## config.mk

```make
export PLATFORM = sky130hd
export DESIGN_NAME = alarm_clock_menu_controller_core_flat
export DESIGN_NICKNAME = d
export VERILOG_FILES = /design/src/rtl/alm_pkg.sv /design/src/rtl/alm_ifs.sv /design/src/rtl/alarm_clock_menu_controller_core.sv /design/src/rtl/alm_lane.sv /design/src/rtl/alm_menu.sv /design/src/flat_wrapper.sv
export SDC_FILE = /design/constraint.sdc
export NUM_CORES = 1
export LEC_CHECK = 0
export BUFFER_PORTS_ARGS = -buffer_cell sky130_fd_sc_hd__buf_4
export CORE_MARGIN = 5
export CORE_UTILIZATION = 36
export CTS_BUF_LIST = sky130_fd_sc_hd__clkbuf_8
export CTS_CLUSTER_DIAMETER = 40
export DETAILED_ROUTE_END_ITERATION = 10
export PLACE_DENSITY = 0.55
export SLEW_MARGIN = 5
export SYNTH_ARGS = -nofsm -noshare
export SYNTH_HDL_FRONTEND = slang
export SYNTH_SLANG_ARGS = --single-unit
```

## constraint.sdc

```tcl
create_clock -name clk -period 6.03 [get_ports clk]
set_input_delay 0.603 -clock clk [delete_from_list [all_inputs] [get_ports clk]]
set_output_delay 0.603 -clock clk [all_outputs]
set_load 0.01 [all_outputs]
```

## src/rtl/alm_pkg.sv

```systemverilog
// alm_pkg: shared types, constants and helper functions of the alarm clock menu controller.
// No dependencies; every other file of the block imports it.
package alm_pkg;

  localparam int NUM_ALARMS_DEF = 2;

  localparam int CMD_W    = 3;
  localparam int HOUR_W   = 5;
  localparam int MIN_W    = 6;
  localparam int ZONE_W   = 7;
  localparam int MODE_W   = 4;
  localparam int SNZ_W    = 20;
  localparam int BEEP_W   = 16;
  localparam int CFG_A_W  = 2;
  localparam int CFG_D_W  = 20;

  localparam logic [HOUR_W-1:0] HOUR_TOP = HOUR_W'(23);
  localparam logic [MIN_W-1:0]  MIN_TOP  = MIN_W'(59);
  localparam int                ZONE_LIM = 48;
  localparam logic signed [ZONE_W-1:0] ZONE_RST = ZONE_W'(11);
  localparam logic [SNZ_W-1:0]  SNZ_MAX    = '1;
  localparam logic [SNZ_W-1:0]  SNOOZE_RST = SNZ_W'(120000);
  localparam logic [BEEP_W-1:0] BEEP_RST   = BEEP_W'(500);

  typedef enum logic [CMD_W-1:0] {
    CMD_TICK  = 3'd0,
    CMD_RIGHT = 3'd1,
    CMD_LEFT  = 3'd2,
    CMD_UP    = 3'd3,
    CMD_DOWN  = 3'd4
  } cmd_t;

  typedef enum logic [CFG_A_W-1:0] {
    CFG_SNOOZE = 2'd0,
    CFG_BEEP   = 2'd1
  } cfg_reg_t;

  typedef enum logic [8:0] {
    M_WELCOME = 9'b000000001,
    M_TIME    = 9'b000000010,
    M_MENU    = 9'b000000100,
    M_HOUR    = 9'b000001000,
    M_MINUTE  = 9'b000010000,
    M_ZONE    = 9'b000100000,
    M_VIEW    = 9'b001000000,
    M_RINGING = 9'b010000000,
    M_CONFIRM = 9'b100000000
  } mode_t;

  // scalar menu and buzzer state
  typedef struct packed {
    mode_t                     mode;
    logic [1:0]                cursor;
    logic signed [ZONE_W-1:0]  zone;
    logic                      any_ring;
    logic [BEEP_W-1:0]         beep;
    logic                      buzz;
  } ctrl_t;

  // per-alarm operations decoded from the button event
  typedef struct packed {
    logic hour_up;
    logic hour_dn;
    logic min_up;
    logic min_dn;
    logic arm;
    logic del;
    logic stop_all;
    logic snooze;
    logic tick;
    logic check;
  } op_t;

  // state of one alarm
  typedef struct packed {
    logic [HOUR_W-1:0] hour;
    logic [MIN_W-1:0]  minute;
    logic              armed;
    logic              ringing;
    logic              snoozed;
    logic              quiet;
    logic [SNZ_W-1:0]  count;
  } lane_st_t;

  function automatic logic [HOUR_W-1:0] hour_inc(input logic [HOUR_W-1:0] v);
    return (v >= HOUR_TOP) ? '0 : v + HOUR_W'(1);
  endfunction

  function automatic logic [HOUR_W-1:0] hour_dec(input logic [HOUR_W-1:0] v);
    return (v == '0 || v > HOUR_TOP) ? HOUR_TOP : v - HOUR_W'(1);
  endfunction

  function automatic logic [MIN_W-1:0] min_inc(input logic [MIN_W-1:0] v);
    return (v >= MIN_TOP) ? '0 : v + MIN_W'(1);
  endfunction

  function automatic logic [MIN_W-1:0] min_dec(input logic [MIN_W-1:0] v);
    return (v == '0 || v > MIN_TOP) ? MIN_TOP : v - MIN_W'(1);
  endfunction

  function automatic logic [MODE_W-1:0] mode_code(input mode_t m);
    logic [MODE_W-1:0] c;
    case (m)
      M_WELCOME: c = MODE_W'(0);
      M_TIME:    c = MODE_W'(1);
      M_MENU:    c = MODE_W'(2);
      M_HOUR:    c = MODE_W'(3);
      M_MINUTE:  c = MODE_W'(4);
      M_ZONE:    c = MODE_W'(5);
      M_VIEW:    c = MODE_W'(6);
      M_RINGING: c = MODE_W'(7);
      M_CONFIRM: c = MODE_W'(8);
      default:   c = MODE_W'(0);
    endcase
    return c;
  endfunction

endpackage

```

## src/rtl/alm_ifs.sv

```systemverilog
// alm_ifs: valid/ready channel interfaces for button events, results and configuration writes.
// Depends on alm_pkg for field widths.
interface alm_in_if import alm_pkg::*; ();
  logic              valid;
  logic              ready;
  logic [CMD_W-1:0]  command;
  logic [HOUR_W-1:0] hour_now;
  logic [MIN_W-1:0]  minute_now;

  modport source (output valid, command, hour_now, minute_now, input ready);
  modport sink   (input valid, command, hour_now, minute_now, output ready);
endinterface

interface alm_out_if import alm_pkg::*; ();
  logic                     valid;
  logic                     ready;
  logic [MODE_W-1:0]        ui_mode;
  logic [1:0]               menu_index;
  logic                     edited_alarm;
  logic                     viewed_alarm;
  logic [HOUR_W-1:0]        shown_hour;
  logic [MIN_W-1:0]         shown_minute;
  logic signed [ZONE_W-1:0] zone_halfhours;
  logic [1:0]               active_mask;
  logic                     ringing_flag;
  logic                     buzzer_on;

  modport source (output valid, ui_mode, menu_index, edited_alarm, viewed_alarm, shown_hour,
                  shown_minute, zone_halfhours, active_mask, ringing_flag, buzzer_on,
                  input ready);
  modport sink   (input valid, ui_mode, menu_index, edited_alarm, viewed_alarm, shown_hour,
                  shown_minute, zone_halfhours, active_mask, ringing_flag, buzzer_on,
                  output ready);
endinterface

interface alm_cfg_if import alm_pkg::*; ();
  logic               valid;
  logic               ready;
  logic [CFG_A_W-1:0] addr;
  logic [CFG_D_W-1:0] wdata;

  modport source (output valid, addr, wdata, input ready);
  modport sink   (input valid, addr, wdata, output ready);
endinterface

```

## src/rtl/alarm_clock_menu_controller_core.sv

```systemverilog
// Alarm clock menu controller, top level: state registers, result register, config registers.
// Depends on alm_pkg, alm_ifs, alm_menu and alm_lane.
// A result is registered: it appears in the cycle after its event beat is accepted.
// Throughput: one event per cycle; in_ch.ready drops only while a result waits on out_ch.ready.
// Reset (synchronous, rst_n low): welcome mode, zone 11, alarms cleared and unarmed,
// snooze 120000 ticks, beep phase 500 ticks; no result pending.
module alarm_clock_menu_controller_core import alm_pkg::*; #(
  parameter int NUM_ALARMS = NUM_ALARMS_DEF
) (
  input  logic      clk,
  input  logic      rst_n,
  alm_in_if.sink    in_ch,
  alm_out_if.source out_ch,
  alm_cfg_if.sink   cfg_ch
);

  localparam int SEL_W = (NUM_ALARMS > 1) ? $clog2(NUM_ALARMS) : 1;

  ctrl_t             ctrl_r, ctrl_mid, ctrl_nxt;
  logic [SEL_W-1:0]  edit_r, edit_mid, edit_nxt;
  logic [SEL_W-1:0]  view_r, view_nxt;
  lane_st_t          lane_r   [NUM_ALARMS];
  lane_st_t          lane_nxt [NUM_ALARMS];
  logic [NUM_ALARMS-1:0] start_v, is_edit, is_view, armed_v, ring_v, ring_nxt_v, snz_v;
  logic [SNZ_W-1:0]  snooze_ticks_r;
  logic [BEEP_W-1:0] beep_half_r;
  op_t               op;
  logic              in_acc;
  logic              out_valid_r;
  logic [SEL_W-1:0]  first_ring;
  logic [1:0]        mask_nxt;

  assign in_ch.ready  = ~out_valid_r | out_ch.ready;
  assign in_acc       = in_ch.valid & in_ch.ready;
  assign cfg_ch.ready = 1'b1;

  alm_menu #(.NUM_ALARMS(NUM_ALARMS)) u_menu (
    .command    (in_ch.command),
    .cur        (ctrl_r),
    .edit_sel   (edit_r),
    .view_sel   (view_r),
    .view_armed (armed_v[view_r]),
    .beep_half  (beep_half_r),
    .nxt        (ctrl_mid),
    .edit_nxt   (edit_mid),
    .view_nxt   (view_nxt),
    .op         (op)
  );

  for (genvar g = 0; g < NUM_ALARMS; g++) begin : g_lane
    assign is_edit[g]    = (edit_r == SEL_W'(g));
    assign is_view[g]    = (view_r == SEL_W'(g));
    assign armed_v[g]    = lane_r[g].armed;
    assign ring_v[g]     = lane_r[g].ringing;
    assign snz_v[g]      = lane_r[g].snoozed;
    assign ring_nxt_v[g] = lane_nxt[g].ringing;

    alm_lane u_lane (
      .cur          (lane_r[g]),
      .op           (op),
      .is_edit      (is_edit[g]),
      .is_view      (is_view[g]),
      .hour_now     (in_ch.hour_now),
      .minute_now   (in_ch.minute_now),
      .snooze_ticks (snooze_ticks_r),
      .nxt          (lane_nxt[g]),
      .start        (start_v[g])
    );
  end

  // lowest-numbered ringing alarm becomes the edited one
  always_comb begin
    first_ring = '0;
    for (int i = NUM_ALARMS - 1; i >= 0; i--) begin
      if (ring_nxt_v[i]) first_ring = SEL_W'(i);
    end
  end

  always_comb begin
    ctrl_nxt = ctrl_mid;
    edit_nxt = edit_mid;
    if (|start_v) begin
      ctrl_nxt.any_ring = 1'b1;
      ctrl_nxt.mode     = M_RINGING;
      ctrl_nxt.buzz     = 1'b1;
      ctrl_nxt.beep     = '0;
      edit_nxt          = first_ring;
    end
  end

  assign mask_nxt[0] = lane_nxt[0].armed;
  if (NUM_ALARMS > 1) begin : g_mask2
    assign mask_nxt[1] = lane_nxt[1].armed;
  end else begin : g_mask1
    assign mask_nxt[1] = 1'b0;
  end

  always_ff @(posedge clk) begin
    if (!rst_n) begin
      ctrl_r.mode     <= M_WELCOME;
      ctrl_r.cursor   <= '0;
      ctrl_r.zone     <= ZONE_RST;
      ctrl_r.any_ring <= 1'b0;
      ctrl_r.beep     <= '0;
      ctrl_r.buzz     <= 1'b0;
      edit_r          <= '0;
      view_r          <= '0;
      for (int i = 0; i < NUM_ALARMS; i++) lane_r[i] <= '0;
      out_valid_r     <= 1'b0;
    end else begin
      if (in_acc) begin
        ctrl_r <= ctrl_nxt;
        edit_r <= edit_nxt;
        view_r <= view_nxt;
        for (int i = 0; i < NUM_ALARMS; i++) lane_r[i] <= lane_nxt[i];
        out_valid_r <= 1'b1;
      end else if (out_ch.ready) begin
        out_valid_r <= 1'b0;
      end
    end
  end

  always_ff @(posedge clk) begin
    if (!rst_n) begin
      snooze_ticks_r <= SNOOZE_RST;
      beep_half_r    <= BEEP_RST;
    end else if (cfg_ch.valid && cfg_ch.ready) begin
      case (cfg_reg_t'(cfg_ch.addr))
        CFG_SNOOZE: snooze_ticks_r <= cfg_ch.wdata[SNZ_W-1:0];
        CFG_BEEP:   beep_half_r    <= cfg_ch.wdata[BEEP_W-1:0];
        default: ;
      endcase
    end
  end

  // result beat register
  logic [MODE_W-1:0]        ui_mode_r;
  logic [1:0]               menu_index_r;
  logic                     edited_r;
  logic                     viewed_r;
  logic [HOUR_W-1:0]        shown_hour_r;
  logic [MIN_W-1:0]         shown_minute_r;
  logic signed [ZONE_W-1:0] zone_out_r;
  logic [1:0]               mask_r;
  logic                     ringing_r;
  logic                     buzzer_r;

  always_ff @(posedge clk) begin
    if (in_acc) begin
      ui_mode_r      <= mode_code(ctrl_nxt.mode);
      menu_index_r   <= ctrl_nxt.cursor;
      edited_r       <= edit_nxt[0];
      viewed_r       <= view_nxt[0];
      shown_hour_r   <= lane_nxt[edit_nxt].hour;
      shown_minute_r <= lane_nxt[edit_nxt].minute;
      zone_out_r     <= ctrl_nxt.zone;
      mask_r         <= mask_nxt;
      ringing_r      <= ctrl_nxt.any_ring;
      buzzer_r       <= ctrl_nxt.buzz;
    end
  end

  assign out_ch.valid          = out_valid_r;
  assign out_ch.ui_mode        = ui_mode_r;
  assign out_ch.menu_index     = menu_index_r;
  assign out_ch.edited_alarm   = edited_r;
  assign out_ch.viewed_alarm   = viewed_r;
  assign out_ch.shown_hour     = shown_hour_r;
  assign out_ch.shown_minute   = shown_minute_r;
  assign out_ch.zone_halfhours = zone_out_r;
  assign out_ch.active_mask    = mask_r;
  assign out_ch.ringing_flag   = ringing_r;
  assign out_ch.buzzer_on      = buzzer_r;

  a_ring_mode: assert property (@(posedge clk) disable iff (!rst_n)
    ctrl_r.any_ring == (ctrl_r.mode == M_RINGING))
    else $error("ringing flag and ringing mode disagree");

  a_buzz_quiet: assert property (@(posedge clk) disable iff (!rst_n)
    !ctrl_r.any_ring |-> !ctrl_r.buzz)
    else $error("buzzer driven while nothing rings");

  a_snz_ring: assert property (@(posedge clk) disable iff (!rst_n)
    (ring_v & snz_v) == '0)
    else $error("alarm both snoozed and ringing");

  a_sel_range: assert property (@(posedge clk) disable iff (!rst_n)
    (int'(edit_r) < NUM_ALARMS) && (int'(view_r) < NUM_ALARMS))
    else $error("alarm select out of range");

  a_result: assert property (@(posedge clk) disable iff (!rst_n)
    in_acc |=> out_valid_r)
    else $error("accepted event produced no result");

endmodule

```

## src/rtl/alm_lane.sv

```systemverilog
// alm_lane: next state of one alarm: edits, delete, stop, snooze, snooze tick count and match.
// Depends on alm_pkg.
module alm_lane import alm_pkg::*; (
  input  lane_st_t          cur,
  input  op_t               op,
  input  logic              is_edit,
  input  logic              is_view,
  input  logic [HOUR_W-1:0] hour_now,
  input  logic [MIN_W-1:0]  minute_now,
  input  logic [SNZ_W-1:0]  snooze_ticks,
  output lane_st_t          nxt,
  output logic              start
);

  always_comb begin
    lane_st_t s;
    logic     due;
    s     = cur;
    due   = 1'b1;
    start = 1'b0;

    if (is_edit) begin
      if (op.hour_up) s.hour   = hour_inc(s.hour);
      if (op.hour_dn) s.hour   = hour_dec(s.hour);
      if (op.min_up)  s.minute = min_inc(s.minute);
      if (op.min_dn)  s.minute = min_dec(s.minute);
      if (op.arm)     s.armed  = 1'b1;
      if (op.snooze) begin
        s.ringing = 1'b0;
        s.snoozed = 1'b1;
        s.count   = '0;
      end
    end
    if (is_view && op.del) begin
      s.armed   = 1'b0;
      s.ringing = 1'b0;
      s.snoozed = 1'b0;
    end
    if (op.stop_all) begin
      s.quiet   = s.quiet | s.ringing;
      s.ringing = 1'b0;
      s.snoozed = 1'b0;
    end

    if (op.tick && s.snoozed && s.count != SNZ_MAX) s.count = s.count + SNZ_W'(1);

    // a stopped alarm stays quiet until the clock leaves its minute
    if (s.hour != hour_now || s.minute != minute_now) s.quiet = 1'b0;

    if (op.check) begin
      if (s.snoozed) begin
        if (s.count < snooze_ticks) begin
          due = 1'b0;
        end else begin
          s.snoozed = 1'b0;
          s.hour    = hour_now;
          s.minute  = minute_now;
        end
      end
      if (due && s.armed && !s.ringing && !s.quiet &&
          s.hour == hour_now && s.minute == minute_now) begin
        s.ringing = 1'b1;
        start     = 1'b1;
      end
    end
    nxt = s;
  end

endmodule

```

## src/rtl/alm_menu.sv

```systemverilog
// alm_menu: button decode for the nine-mode menu, zone offset, cursor and buzzer timing.
// Depends on alm_pkg; produces the per-alarm operations consumed by alm_lane.
module alm_menu import alm_pkg::*; #(
  parameter int NUM_ALARMS = NUM_ALARMS_DEF,
  localparam int SEL_W = (NUM_ALARMS > 1) ? $clog2(NUM_ALARMS) : 1
) (
  input  logic [CMD_W-1:0]  command,
  input  ctrl_t             cur,
  input  logic [SEL_W-1:0]  edit_sel,
  input  logic [SEL_W-1:0]  view_sel,
  input  logic              view_armed,
  input  logic [BEEP_W-1:0] beep_half,
  output ctrl_t             nxt,
  output logic [SEL_W-1:0]  edit_nxt,
  output logic [SEL_W-1:0]  view_nxt,
  output op_t               op
);

  localparam logic [SEL_W-1:0] LAST = SEL_W'(NUM_ALARMS - 1);
  localparam logic [SEL_W-1:0] SECOND = (NUM_ALARMS > 1) ? SEL_W'(1) : '0;

  always_comb begin
    ctrl_t                  c;
    logic signed [ZONE_W:0] zs;
    logic [BEEP_W:0]        bsum;
    c        = cur;
    edit_nxt = edit_sel;
    view_nxt = view_sel;
    op       = '0;
    zs       = {cur.zone[ZONE_W-1], cur.zone};
    bsum     = {1'b0, cur.beep} + (BEEP_W+1)'(1);

    case (cmd_t'(command))
      CMD_RIGHT: begin
        case (cur.mode)
          M_WELCOME: c.mode = M_TIME;
          M_TIME: begin
            c.mode   = M_MENU;
            c.cursor = 2'd0;
          end
          M_MENU: begin
            case (cur.cursor)
              2'd0: begin
                edit_nxt = '0;
                c.mode   = M_HOUR;
              end
              2'd1: begin
                edit_nxt = SECOND;
                c.mode   = M_HOUR;
              end
              2'd2: c.mode = M_ZONE;
              default: begin
                view_nxt = '0;
                c.mode   = M_VIEW;
              end
            endcase
          end
          M_HOUR:   c.mode = M_MINUTE;
          M_MINUTE: begin
            op.arm = 1'b1;
            c.mode = M_MENU;
          end
          M_ZONE:   c.mode = M_MENU;
          M_VIEW:   if (view_armed) c.mode = M_CONFIRM;
          M_CONFIRM: begin
            op.del = 1'b1;
            c.mode = M_VIEW;
          end
          M_RINGING: begin
            op.stop_all = 1'b1;
            c.any_ring  = 1'b0;
            c.buzz      = 1'b0;
            c.beep      = '0;
            c.mode      = M_TIME;
          end
          default: ;
        endcase
      end
      CMD_LEFT: begin
        case (cur.mode)
          M_TIME:                     c.mode = M_WELCOME;
          M_MENU, M_VIEW, M_CONFIRM:  c.mode = M_TIME;
          M_HOUR, M_MINUTE, M_ZONE:   c.mode = M_MENU;
          default: ;
        endcase
      end
      CMD_UP: begin
        case (cur.mode)
          M_HOUR:   op.hour_up = 1'b1;
          M_MINUTE: op.min_up  = 1'b1;
          M_ZONE: begin
            zs = zs + (ZONE_W+1)'(1);
            if (zs > (ZONE_W+1)'(ZONE_LIM)) zs = zs - (ZONE_W+1)'(ZONE_LIM);
            c.zone = zs[ZONE_W-1:0];
          end
          M_MENU:   c.cursor = cur.cursor - 2'd1;
          M_VIEW:   view_nxt = (view_sel == '0) ? LAST : view_sel - SEL_W'(1);
          M_CONFIRM: begin
            op.del = 1'b1;
            c.mode = M_VIEW;
          end
          default: ;
        endcase
      end
      CMD_DOWN: begin
        case (cur.mode)
          M_HOUR:   op.hour_dn = 1'b1;
          M_MINUTE: op.min_dn  = 1'b1;
          M_ZONE: begin
            zs = zs - (ZONE_W+1)'(1);
            if (zs < -(ZONE_W+1)'(ZONE_LIM)) zs = zs + (ZONE_W+1)'(ZONE_LIM);
            c.zone = zs[ZONE_W-1:0];
          end
          M_MENU:    c.cursor = cur.cursor + 2'd1;
          M_VIEW:    view_nxt = (view_sel == LAST) ? '0 : view_sel + SEL_W'(1);
          M_CONFIRM: c.mode = M_VIEW;
          M_RINGING: begin
            op.snooze  = 1'b1;
            c.any_ring = 1'b0;
            c.buzz     = 1'b0;
            c.beep     = '0;
            c.mode     = M_TIME;
          end
          default: ;
        endcase
      end
      CMD_TICK: begin
        op.tick = 1'b1;
        if (cur.any_ring) begin
          if (bsum >= {1'b0, beep_half}) begin
            c.buzz = ~cur.buzz;
            c.beep = '0;
          end else begin
            c.beep = bsum[BEEP_W-1:0];
          end
        end
      end
      default: ;
    endcase

    // new alarms are only picked up while nothing rings
    op.check = ~c.any_ring;
    nxt      = c;
  end

endmodule

```

## src/flat_wrapper.sv

```systemverilog
// flat-port wrapper written by rule: the top's interface ports become plain ports
module alarm_clock_menu_controller_core_flat import alm_pkg::*;
#(
  parameter int NUM_ALARMS = NUM_ALARMS_DEF
)
  (clk, rst_n, in_ch_valid, in_ch_command, in_ch_hour_now, in_ch_minute_now, in_ch_ready, out_ch_valid, out_ch_ui_mode, out_ch_menu_index, out_ch_edited_alarm, out_ch_viewed_alarm, out_ch_shown_hour, out_ch_shown_minute, out_ch_zone_halfhours, out_ch_active_mask, out_ch_ringing_flag, out_ch_buzzer_on, out_ch_ready, cfg_ch_valid, cfg_ch_addr, cfg_ch_wdata, cfg_ch_ready);
  alm_in_if in_ch_i ();
  alm_out_if out_ch_i ();
  alm_cfg_if cfg_ch_i ();
  input  logic clk;
  input  logic rst_n;
  input wire logic [$bits(in_ch_i.valid)-1:0] in_ch_valid;
  input wire logic [$bits(in_ch_i.command)-1:0] in_ch_command;
  input wire logic [$bits(in_ch_i.hour_now)-1:0] in_ch_hour_now;
  input wire logic [$bits(in_ch_i.minute_now)-1:0] in_ch_minute_now;
  output wire logic [$bits(in_ch_i.ready)-1:0] in_ch_ready;
  output wire logic [$bits(out_ch_i.valid)-1:0] out_ch_valid;
  output wire logic [$bits(out_ch_i.ui_mode)-1:0] out_ch_ui_mode;
  output wire logic [$bits(out_ch_i.menu_index)-1:0] out_ch_menu_index;
  output wire logic [$bits(out_ch_i.edited_alarm)-1:0] out_ch_edited_alarm;
  output wire logic [$bits(out_ch_i.viewed_alarm)-1:0] out_ch_viewed_alarm;
  output wire logic [$bits(out_ch_i.shown_hour)-1:0] out_ch_shown_hour;
  output wire logic [$bits(out_ch_i.shown_minute)-1:0] out_ch_shown_minute;
  output wire logic [$bits(out_ch_i.zone_halfhours)-1:0] out_ch_zone_halfhours;
  output wire logic [$bits(out_ch_i.active_mask)-1:0] out_ch_active_mask;
  output wire logic [$bits(out_ch_i.ringing_flag)-1:0] out_ch_ringing_flag;
  output wire logic [$bits(out_ch_i.buzzer_on)-1:0] out_ch_buzzer_on;
  input wire logic [$bits(out_ch_i.ready)-1:0] out_ch_ready;
  input wire logic [$bits(cfg_ch_i.valid)-1:0] cfg_ch_valid;
  input wire logic [$bits(cfg_ch_i.addr)-1:0] cfg_ch_addr;
  input wire logic [$bits(cfg_ch_i.wdata)-1:0] cfg_ch_wdata;
  output wire logic [$bits(cfg_ch_i.ready)-1:0] cfg_ch_ready;
  assign in_ch_i.valid = in_ch_valid;
  assign in_ch_i.command = in_ch_command;
  assign in_ch_i.hour_now = in_ch_hour_now;
  assign in_ch_i.minute_now = in_ch_minute_now;
  assign in_ch_ready = in_ch_i.ready;
  assign out_ch_valid = out_ch_i.valid;
  assign out_ch_ui_mode = out_ch_i.ui_mode;
  assign out_ch_menu_index = out_ch_i.menu_index;
  assign out_ch_edited_alarm = out_ch_i.edited_alarm;
  assign out_ch_viewed_alarm = out_ch_i.viewed_alarm;
  assign out_ch_shown_hour = out_ch_i.shown_hour;
  assign out_ch_shown_minute = out_ch_i.shown_minute;
  assign out_ch_zone_halfhours = out_ch_i.zone_halfhours;
  assign out_ch_active_mask = out_ch_i.active_mask;
  assign out_ch_ringing_flag = out_ch_i.ringing_flag;
  assign out_ch_buzzer_on = out_ch_i.buzzer_on;
  assign out_ch_i.ready = out_ch_ready;
  assign cfg_ch_i.valid = cfg_ch_valid;
  assign cfg_ch_i.addr = cfg_ch_addr;
  assign cfg_ch_i.wdata = cfg_ch_wdata;
  assign cfg_ch_ready = cfg_ch_i.ready;
  alarm_clock_menu_controller_core #(.NUM_ALARMS(NUM_ALARMS)) u_core (.clk(clk), .rst_n(rst_n), .in_ch(in_ch_i), .out_ch(out_ch_i), .cfg_ch(cfg_ch_i));
endmodule
```

==> impl_metrics.ini <==
[outcome]
outcome = complete, but fails checks
violations = setup timing

[timing]
hold_viol_final = 0
fin_crit_ns = 6.034
rsz0062_at_grt = yes
max_slew.worst_pin.slew_ns = 1.068
layout_setup_ws_ns = -0.003766
setup_viol = 1
maxSlewViolCount = 0
fin_skew_ns = 0.02175
slew_headroom_pct = 28.53
fmax_mhz = 165.7
fin_tns_setup_ns = -0.003766
hold_slack_ns = 0.3475
layout_worst_path_cycle_share_pct = 100.1

[synthesis]
synth_flop_cell = edfxtp_1
syn_inst = 1735
yosysMostFrequentCell = nand2_1
yosys_warnings = 0
synth.area.top_cells = edfxtp_1 21%, dfxtp_1 11%, ha_1 7.2%, nand2_1 5.7%, a21oi_1 4.3%
syn_nets = 1857
synth_top_area_share_pct = 21.27
synth.distinct_cells = 106
synth-edff-count = 100
synth.avg_cell_area_um2 = 8.137
synth-seq-area-share_pct = 31.91
synthTopCellsByCount = 215 x nand2_1, 153 x nor2_1, 122 x a21oi_1
ys_seq_elements = 175
async_flop_share_pct = 0
yosysTopAreaCell = edfxtp_1
synth_area_um2 = 14120

[min_path]
hold_path_end = u_core.out_ch.valid
hp-start = in_ch_valid
hp-class = input pin to flip-flop
hold_depth = 3

[floorplanning]
die_height_um = 208.0
core_area_um2 = 38740
top_level_ports = 74
start_util_pct = 36.44
core.rowCount = 72
die_w_um = 208.0
dieArea_um2 = 43270

[placement]
gp_congestion = 0.9435
dp_slack_ns = -0.2009
dp_cells = 2300
hpwl_um = 32840
numPortBuffers = 72

[critical_path]
cp-start-kind = flip-flop
crit_arrival_ns = 6.36
cpMaxStageDelayCell = or4_4
path_buf_inv = 3
slowest_delay_ns = 0.56
r2r-start = u_core.ctrl_r[28]
path_class = flip-flop to flip-flop
r2r_slack_ns = -0.004
r2r_cells = 28
end_kind = flip-flop
crit_family = simple AND/OR/NAND/NOR gates
crit_required_ns = 6.35
path_max_fanout = 7
r2r_end = u_core.out_ch.shown_minute[2]

[clock_network]
clkSinkCount = 175
cts_buffers = 17
ctsHoldBuffers = 0
clockBufferDepth = 2
clockRootBuffer = clkbuf_8
cts_tree = yes
htree_levels = 4
worstSkewPairLatency_ns = 0.50
clkTransAtPathRegs_ns = 0.12

[global_route]
gr-total-overflow = 0
grt_pass1_vias = 12750
grt_max_degree = 65
grt_usage_pct = 19.77
antenna_found_initial = 0
grt_pass1_wl_um = 70290

[finish]
antenna_cells = 0
final_cell_count_no_fill = 2359
filler_cell_count = 3929
drive_gt1_share_pct = 20.21
num-nets-final = 1950
fin_util_pct = 43.24
area_growth_pct = 18.65

[route]
drc_errors = 0
first_pass_iters = 6
vias_per_cell = 5.696
wirelength_um = 44900
vias = 13440
wire_per_inst_um = 19.03
postRouteAntennaNets = 0
drt_iter0_markers = 1071

[flow_run]
maxCapViolCount = 0

[power]
peakVddDrop_v = 0.0001075
leakagePower_nw = 6.648
p_per_area_nw_per_um2 = 177.4
## cells in the final DEF (no fill, tap or decap), types with 22 or more instances in the layout
cell and instances:
o21ai_0 63, o211ai_1 25, nand4_1 47, xor2_1 39, nor3_1 59, ha_1 80, and3_1 24, mux2i_1 33
nor2_1 148, nand3_1 43, dfxtp_1 73, a31oi_1 22, inv_1 70, nand2_1 210, xnor2_1 43, edfxtp_1 100
nor2b_1 25, buf_4 176, a21oi_1 105, a21o_1 28
## state kept, by name (all words and copies together) (netlist names)
register                      cells
u_core.beep_half_r               16
u_core.ctrl_r                    36
u_core.edit_r                     1
u_core.lane_r                    70
u_core.out_ch.active_mask         2
u_core.out_ch.buzzer_on           1
u_core.out_ch.edited_alarm        1
u_core.out_ch.menu_index          2
u_core.out_ch.ringing_flag        1
u_core.out_ch.shown_hour          5
u_core.out_ch.shown_minute        6
u_core.out_ch.ui_mode             4
u_core.out_ch.valid               1
u_core.out_ch.viewed_alarm        1
u_core.out_ch.zone_halfhours      7
u_core.snooze_ticks_r            20
u_core.view_r                     1
## per-layer routing
metal	vias to the layer above	wire (um)	track usage [%]
met4	0	1183	6.025
met2	434	20450	32.04
li1	6527	-	-
met1	6404	20780	27.62
met5	-	0	0
met3	71	2484	2.591
## final cells by class
type	count	area, um2	area share [%]
inverter	77	289.0	1.726
clock inverter	14	201.4	1.203
timing repair buffer	194	1595	9.524
tap	518	648.1	3.869
sequential	175	4507	26.91
multi-input combinational	1363	9261	55.29
clock buffer	18	247.7	1.479
## worst register-to-register path: cells and delay by family (launching register included)
| family | cells | cell delay, ns |
|---|---|---|
| xor gates and xnor gates | 1 | 0.16 |
| DFF | 1 | 0.34 |
| buffers and inverters | 3 | 0.37 |
| AOI/OAI and AO/OA | 9 | 1.73 |
| and+or+nand+nor | 12 | 2.48 |
| muxes | 1 | 0.26 |
| adders and majority gates | 2 | 0.49 |
## power by group
group / switching (mW) / total [mW] / internal [mW]
Sequential: 0.0714 / 1.40 / 1.33
Clock: 0.518 / 0.922 / 0.404
Combinational: 0.378 / 0.645 / 0.267
## cells by family after synthesis
family,count (synthesis),synth area share (%)
fa+ha+maj,82,7.250
simple gates,727,26.31
buf+inv,197,5.663
mux,46,3.341
xor+xnor,88,5.513
other cells,1,0.02656
compound gates,419,19.99
flops,175,31.91
## metrics by stage
| stage | total power [mW] | cell area [um2] |
|---|---|---|
| final | 2.971 | 16750 |
| after global routing | 3.108 | 16750 |
| after CTS | 2.960 | 16230 |
| after detailed placement | 2.026 | 15620 |
| after global placement | 2.019 | 15620 |
| after floorplan | 1.806 | 14190 |
## how the worst max path moves through the flow
stage | from | endpoint | slack (ns) | depth (start not counted)
floorplan | u_core.ctrl_r[28] | u_core.out_ch.shown_minute[5] | 0.004 | 32
global placement | u_core.ctrl_r[28] | u_core.out_ch.shown_minute[2] | -0.11 | 28
detailed placement | u_core.ctrl_r[28] | u_core.out_ch.shown_minute[1] | -0.20 | 28
CTS | u_core.ctrl_r[28] | u_core.out_ch.shown_hour[1] | 0.0007 | 29
global route | u_core.ctrl_r[28] | u_core.out_ch.shown_minute[1] | -0.26 | 29
finish | u_core.ctrl_r[28] | u_core.out_ch.shown_minute[2] | -0.004 | 28
## what timing repair did
action	CTS	global route
gates cloned	1	0
endpoints found under the setup margin	33	68
pin swaps	7	30
resized for setup	11	100
setup buffers	11	15
Power figures use the tool's default switching activity.
